===== config.mk =====
export PLATFORM = sky130hd
export DESIGN_NAME = ipmac_cell
export DESIGN_NICKNAME = d
export VERILOG_FILES = /design/src/design/ipmac_pkg.sv /design/src/design/ipmac_cell.sv
export SDC_FILE = /design/constraint.sdc
export NUM_CORES = 1
export LEC_CHECK = 0
export ABC_AREA = 1
export BUFFER_PORTS_ARGS = -buffer_cell sky130_fd_sc_hd__buf_2
export CAP_MARGIN = 25
export CORE_AREA = 8 8 127 129
export DETAILED_ROUTE_END_ITERATION = 8
export DIE_AREA = 0 0 135 137
export PLACE_DENSITY = 0.8
export SYNTH_ARGS = -nofsm -noshare
export SYNTH_HDL_FRONTEND = slang
export SYNTH_SLANG_ARGS = --single-unit

===== constraint.sdc =====
create_clock -name aclk -period 9.5 [get_ports aclk]
set_input_delay 1.9 -clock aclk [delete_from_list [all_inputs] [get_ports aclk]]
set_output_delay 1.9 -clock aclk [all_outputs]
set_load 0.05 [all_outputs]

===== src/design/ipmac_pkg.sv =====
package ipmac_pkg;

    localparam int TABLE_DEPTH = 64;
    localparam int IDX_W = (TABLE_DEPTH > 1) ? $clog2(TABLE_DEPTH) : 1;
    localparam int CNT_W = $clog2(TABLE_DEPTH + 1);

    localparam int IP_W    = 32;
    localparam int MAC_W   = 48;
    localparam int TICK_W  = 32;
    localparam int MAXE_W  = 7;
    localparam int TTL_W   = 31;
    localparam int CFG_IDX_W  = 2;
    localparam int CFG_DATA_W = 31;

    typedef enum logic [CFG_IDX_W-1:0] {
        REG_MAX_ENTRIES = 2'd0,
        REG_TTL_TICKS   = 2'd1
    } cfg_reg_t;

    typedef enum logic [2:0] {
        OUT_MATCH   = 3'd0,
        OUT_SPOOF   = 3'd1,
        OUT_REFRESH = 3'd2,
        OUT_ADDED   = 3'd3,
        OUT_FULL    = 3'd4
    } outcome_t;

    typedef struct packed {
        logic     valid;
        logic     done;
        outcome_t outcome;
    } token_t;

endpackage


===== src/design/ipmac_cell.sv =====
module ipmac_cell (
    input  logic                        aclk,
    input  logic                        aresetn,
    input  logic [ipmac_pkg::IDX_W-1:0] cell_index,
    input  logic [ipmac_pkg::CNT_W-1:0] used_count,
    input  logic                        append_ok,
    input  logic [ipmac_pkg::TTL_W-1:0] ttl_ticks,
    input  logic [ipmac_pkg::IP_W-1:0]  q_ip,
    input  logic [ipmac_pkg::MAC_W-1:0] q_mac,
    input  logic [ipmac_pkg::TICK_W-1:0] q_tick,
    input  ipmac_pkg::token_t           token_in,
    output ipmac_pkg::token_t           token_out
);
    import ipmac_pkg::*;

    logic [IP_W-1:0]   ip_reg;
    logic [MAC_W-1:0]  mac_reg;
    logic [TICK_W-1:0] stamp_reg;
    token_t            token_reg;
    token_t            token_next;

    logic              active;
    logic              in_use;
    logic              hit;
    logic              add;
    logic              fresh;
    logic              wr_en;
    logic [TICK_W-1:0] age;

    always_comb begin
        active = token_in.valid && !token_in.done;
        in_use = CNT_W'(cell_index) < used_count;
        hit    = active && in_use && (ip_reg == q_ip);
        add    = active && (CNT_W'(cell_index) == used_count) && append_ok;
        age    = q_tick - stamp_reg;
        fresh  = age < {1'b0, ttl_ticks};
        wr_en  = add || (hit && !fresh);

        token_next = token_in;
        if (hit) begin
            token_next.done = 1'b1;
            if (!fresh) begin
                token_next.outcome = OUT_REFRESH;
            end else if (mac_reg != q_mac) begin
                token_next.outcome = OUT_SPOOF;
            end else begin
                token_next.outcome = OUT_MATCH;
            end
        end else if (add) begin
            token_next.done    = 1'b1;
            token_next.outcome = OUT_ADDED;
        end
    end

    always_ff @(posedge aclk) begin
        if (wr_en) begin
            ip_reg    <= q_ip;
            mac_reg   <= q_mac;
            stamp_reg <= q_tick;
        end
    end

    always_ff @(posedge aclk) begin
        if (!aresetn) begin
            token_reg <= '{valid: 1'b0, done: 1'b0, outcome: OUT_FULL};
        end else begin
            token_reg <= token_next;
        end
    end

    assign token_out = token_reg;

endmodule


Word level (Yosys, flattened, before mapping):

Index checks and enable logic that the tools add are counted.

* output and inout port bits: 5
* register bits: 117
* input port bits: 164
* logic and storage cells: 25

* reduce and logical (&&, ||, !) cells: 9
* muxes and demuxes: 4
* add/sub/neg operators: 1
* order comparisons: 2
* equality and inequality tests: 3

Operator list (number)
* $ne A48 B48 Y1: 1
* $eq A32 B32 Y1: 1
* $lt A32 B31 Y1: 1
* $sub A32 B32 Y32: 1
* $mux W4: 2
* $eq A6 B7 Y1: 1
* $lt A6 B7 Y1: 1
* $logic_and A1 B1 Y1: 6
* $logic_not A1 Y1: 2
* $mux W2: 1
* $logic_or A1 B1 Y1: 1
* $mux W1: 1

Depth between registers and ports, before layout:

* word-level depth: 6
* gate-level depth with buffers: 26
* mapped depth without buffers: 26

Worst setup path after synthesis:

OpenSTA, ideal clock, no wires.

* path type: input-to-reg
* start point: input port q_tick[0] in the netlist's numbering
* end point: register ip_reg[0] (enable)
* setup time: 475 ps
* setup slack: 2112 ps
* data arrival time: 6913 ps
* data required time: 9025 ps
* path buffers: 0
* stages: 26
* cells stage by stage: inv_1 -> ha_1 -> inv_1 -> fa_1 -> nand3_1 -> nand2_1 -> nand3_1 -> nand2_1 -> nand3_1 -> nand2_2 -> a21oi_1 -> o21ai_2 -> nand4_1 -> nand2_1 -> xor2_1 -> ha_1 -> nand2_1 -> o21ai_0 -> nand3_1 -> a21oi_1 -> a211oi_1 -> nor2_2 -> nor2_1 -> nand2_2 -> nand2_2 -> nand2_1

* longest elaborated chain between the ends: 5

Ends and longest elaborated chain
* from (decl): line ipmac_cell.sv:10 `input logic [ipmac_pkg::TICK_W-1:0] q_tick,`
* $sub A32 B32 Y32: line ipmac_cell.sv:35 `age = q_tick - stamp_reg;`
* $lt A32 B31 Y1: line ipmac_cell.sv:36 `fresh = age < {1'b0, ttl_ticks};`
* $logic_not A1 Y1
* $logic_and A1 B1 Y1: line ipmac_cell.sv:37 `wr_en = add || (hit && !fresh);`
* $logic_or A1 B1 Y1: line ipmac_cell.sv:37
* net wr_en: line ipmac_cell.sv:27 `logic wr_en;`
* to (signal assigned): line ipmac_cell.sv:57 `ip_reg <= q_ip;`
* to (decl): line ipmac_cell.sv:16 `logic [IP_W-1:0] ip_reg;`

The timed path passes the listed nets, and every way through them passes these cells.
A chain may end at the register's enable or synchronous reset.

Worst setup path in the final report:

* start point: input port q_tick[0] in the netlist's numbering
* end point: register ip_reg[22] (enable)

Same word-level chain as after synthesis.

==> reports/results.ini <==
[sta]
fin_crit_sh_pct = 65.27
worstMarginPinSlew_ps = 826.9
setup-tns-final_ps = 0
setup_viol = 0
clock_skew_ps = 9.954
timing.final.crit_period_ps = 6201
hold_slack_ps = 765.7
rsz0062_at_grt = false
hold_viol_final = 0
clock.fmax_mhz = 161.3
slew_violations = 0
relSlewSlack_pct = 44.88

[critical_path]
crit_path_end_kind = register
startpoint = q_tick[0]
r2r-start = stamp_reg[0]$_DFFE_PP_
rrSetupSlack_ps = 4580
crit_required_ps = 9540
cp.arrival_ps = 6240
r2r-end = ip_reg[22]$_DFFE_PP_
reg2regPathDepth = 26
start_kind = primary input
endpoint = ip_reg[22]$_DFFE_PP_
crit_type = primary input to register
cp_max_fo = 63

[power_and_ir_drop]
switchingPower_w = 0.0003341
p_leak_nw = 4.488
power_frac_comb_pct = 13.0
power.total_w = 0.001449
p_clk_share_pct = 47.8
switching_share_pct = 23.06
internal_power_w = 0.001115
seqPwrFrac_pct = 39.2
ir_drop_mv = 0.1203
powerDensity_mw_per_mm2 = 155.6

[route]
wirelength_mm = 17.25
ant_nets = 0
initialDrtViolationCount = 413
viasPerCell = 5.050
drcViolationCount = 0
num_vias = 6141
dr.pass1.iters = 5
wl_per_cell_um = 14.18

[placed_design]
hpwlAfterDp_mm = 13.70
portBuffers = 168
finalWeightedCongestion = 0.8706

[logic_synthesis]
ys_top_cells_by_area = edfxtp_1, ha_1, inv_1
synth_top_area_cell = edfxtp_1
ys_types = 35
synth_commonest_cells = inv_1, nand2_1, edfxtp_1, ha_1, a21oi_1
synthDominantCellAreaShare_pct = 44.32
async_flop_share_pct = 0
synth.most_common_cell = inv_1
synthesis.nets = 1063
synth.cell_area_mm2 = 0.007589
synth_top_flop_cell = edfxtp_1
ys_warn_count = 0
ys_seq_elements = 117
ys_seq_area_share_pct = 45.64
syn-instance-count = 831
synth_edf_count = 112
avgSynthCellArea_um2 = 9.132

[clock_network]
h-tree-depth = 4
postCtsSetupRepairBufs = 0
insertion_delay_ps = 420
ctsLongestPathBuffers = 2
cts_resized = 0
cts.clk_slew.worst_paths_ps = 50
cts_tree = done
ctsHoldBuffers = 0
cts-buffers-inserted = 17
clock_sinks = 117
clockRootBuffer = clkbuf_16

[die]
core_mm2 = 0.01420
die_x_um = 135
initial_core_util_pct = 53.43
die_h_um = 137
io_pins = 169
rows = 44
dieArea_mm2 = 0.01850

[layout]
largest_reg_flops = 48
fin_nets = 1251
layout-drive-gt1-share_pct = 24.22
antenna_cells = 0
syn2layout_area_growth_pct = 22.72

[job]
max-cap-violations = 0

[status]
outcome = complete, no violations

[global_routing]
grt_pass1_vias = 6088
grtUsageTotal_pct = 19.28
globalRouteOverflowTotal = 0
antenna_found_initial = 0
grt_max_degree = 64
grt_pass1_wl_mm = 28.28

[worst_hold_path]
hold_path.class = register to register

per-stage QoR:
step	cell area, um2	util (%)	setup WS (ps)	std cells
final	9313	65.57	3299	1216
after global placement	8675	61.07	2941	1184
after floorplan	7589	-	2112	831
after CTS	9313	65.57	3259	1216
after global routing	9313	65.57	2894	1216
after detailed placement	8675	61.07	2828	1184
metal layers:
metal	vias to the layer above	GRT usage (%)	wire length (um)
li1	3172	-	-
met1	2758	23.67	7609
met2	188	32.71	8320
met3	23	4.846	1109
met4	0	5.984	208
met5	-	0	0
logic make-up after synthesis:
| logic type | synth area share (%) |
|---|---|
| xor+xnor | 8.425 |
| simple gates | 19.65 |
| compound gates | 7.156 |
| fa+ha+maj | 11.31 |
| buf+inv | 7.815 |
| flops | 45.64 |
power by group through the flow:
| stage | clock (W) | combinational (W) | sequential [W] |
|---|---|---|---|
| after floorplan | 0 | 0.000113 | 0.000582 |
| final | 0.000693 | 0.000189 | 0.000568 |
| after global placement | 0 | 0.000182 | 0.000578 |
| after global routing | 0.000728 | 0.000215 | 0.000567 |
| after CTS | 0.000706 | 0.000189 | 0.000567 |
| after detailed placement | 0 | 0.000187 | 0.000578 |
how the worst min path moves through the flow:
stage / from / to / cells past startpoint
finish: ip_reg[31]$_DFFE_PP_ / token_out[0]$_SDFF_PN0_ / 4
global route: ip_reg[31]$_DFFE_PP_ / token_out[0]$_SDFF_PN0_ / 4
CTS: ip_reg[31]$_DFFE_PP_ / token_out[0]$_SDFF_PN0_ / 4
detailed placement: ip_reg[31]$_DFFE_PP_ / token_out[0]$_SDFF_PN0_ / 4
global placement: ip_reg[31]$_DFFE_PP_ / token_out[0]$_SDFF_PN0_ / 4
floorplan: ip_reg[31]$_DFFE_PP_ / token_out[0]$_SDFF_PN0_ / 4
layout by cell type (no fill, tap or decap), drive strengths merged, types with 29 or more instances in the layout:
cell    synthesis  routed
or2            29      29
edfxtp        112     112
nand2         156     156
nor2           43      43
inv           158     159
xor2           30      30
a21oi          53      53
ha             67      67
buf             0     169
nand3          30      30
xnor2          43      43
nand4          32      32
layout make-up:
class / count / area (um2)
multi-input cells: 556 / 3540
fillers: 1203 / 4891
clock inverters: 13 / 205.2
repair buffers: 169 / 848.3
clock buffers: 19 / 432.9
flip-flops and latches: 117 / 3463
inverters: 158 / 593.1
well taps: 184 / 230.2
worst max-delay path, cell delays in order:
cell and delay (ps):
buf_2 100, inv_1 50, ha_1 130, inv_1 60
fa_1 400, nand3_1 90, nand2_1 80, nand3_1 70
nand2_1 100, nand3_1 100, nand2_2 80, a21oi_1 240
o21ai_2 100, nand4_1 80, nand2_1 60, xor2_1 150
ha_1 280, nand2_1 60, o21ai_0 170, nand3_1 90
a21oi_1 130, a211oi_1 70, nor2_2 100, nor2_1 50
nand2_2 110, nand2_2 90, nand2_4 610, buf_4 660
(Power assumes the default switching activity.)
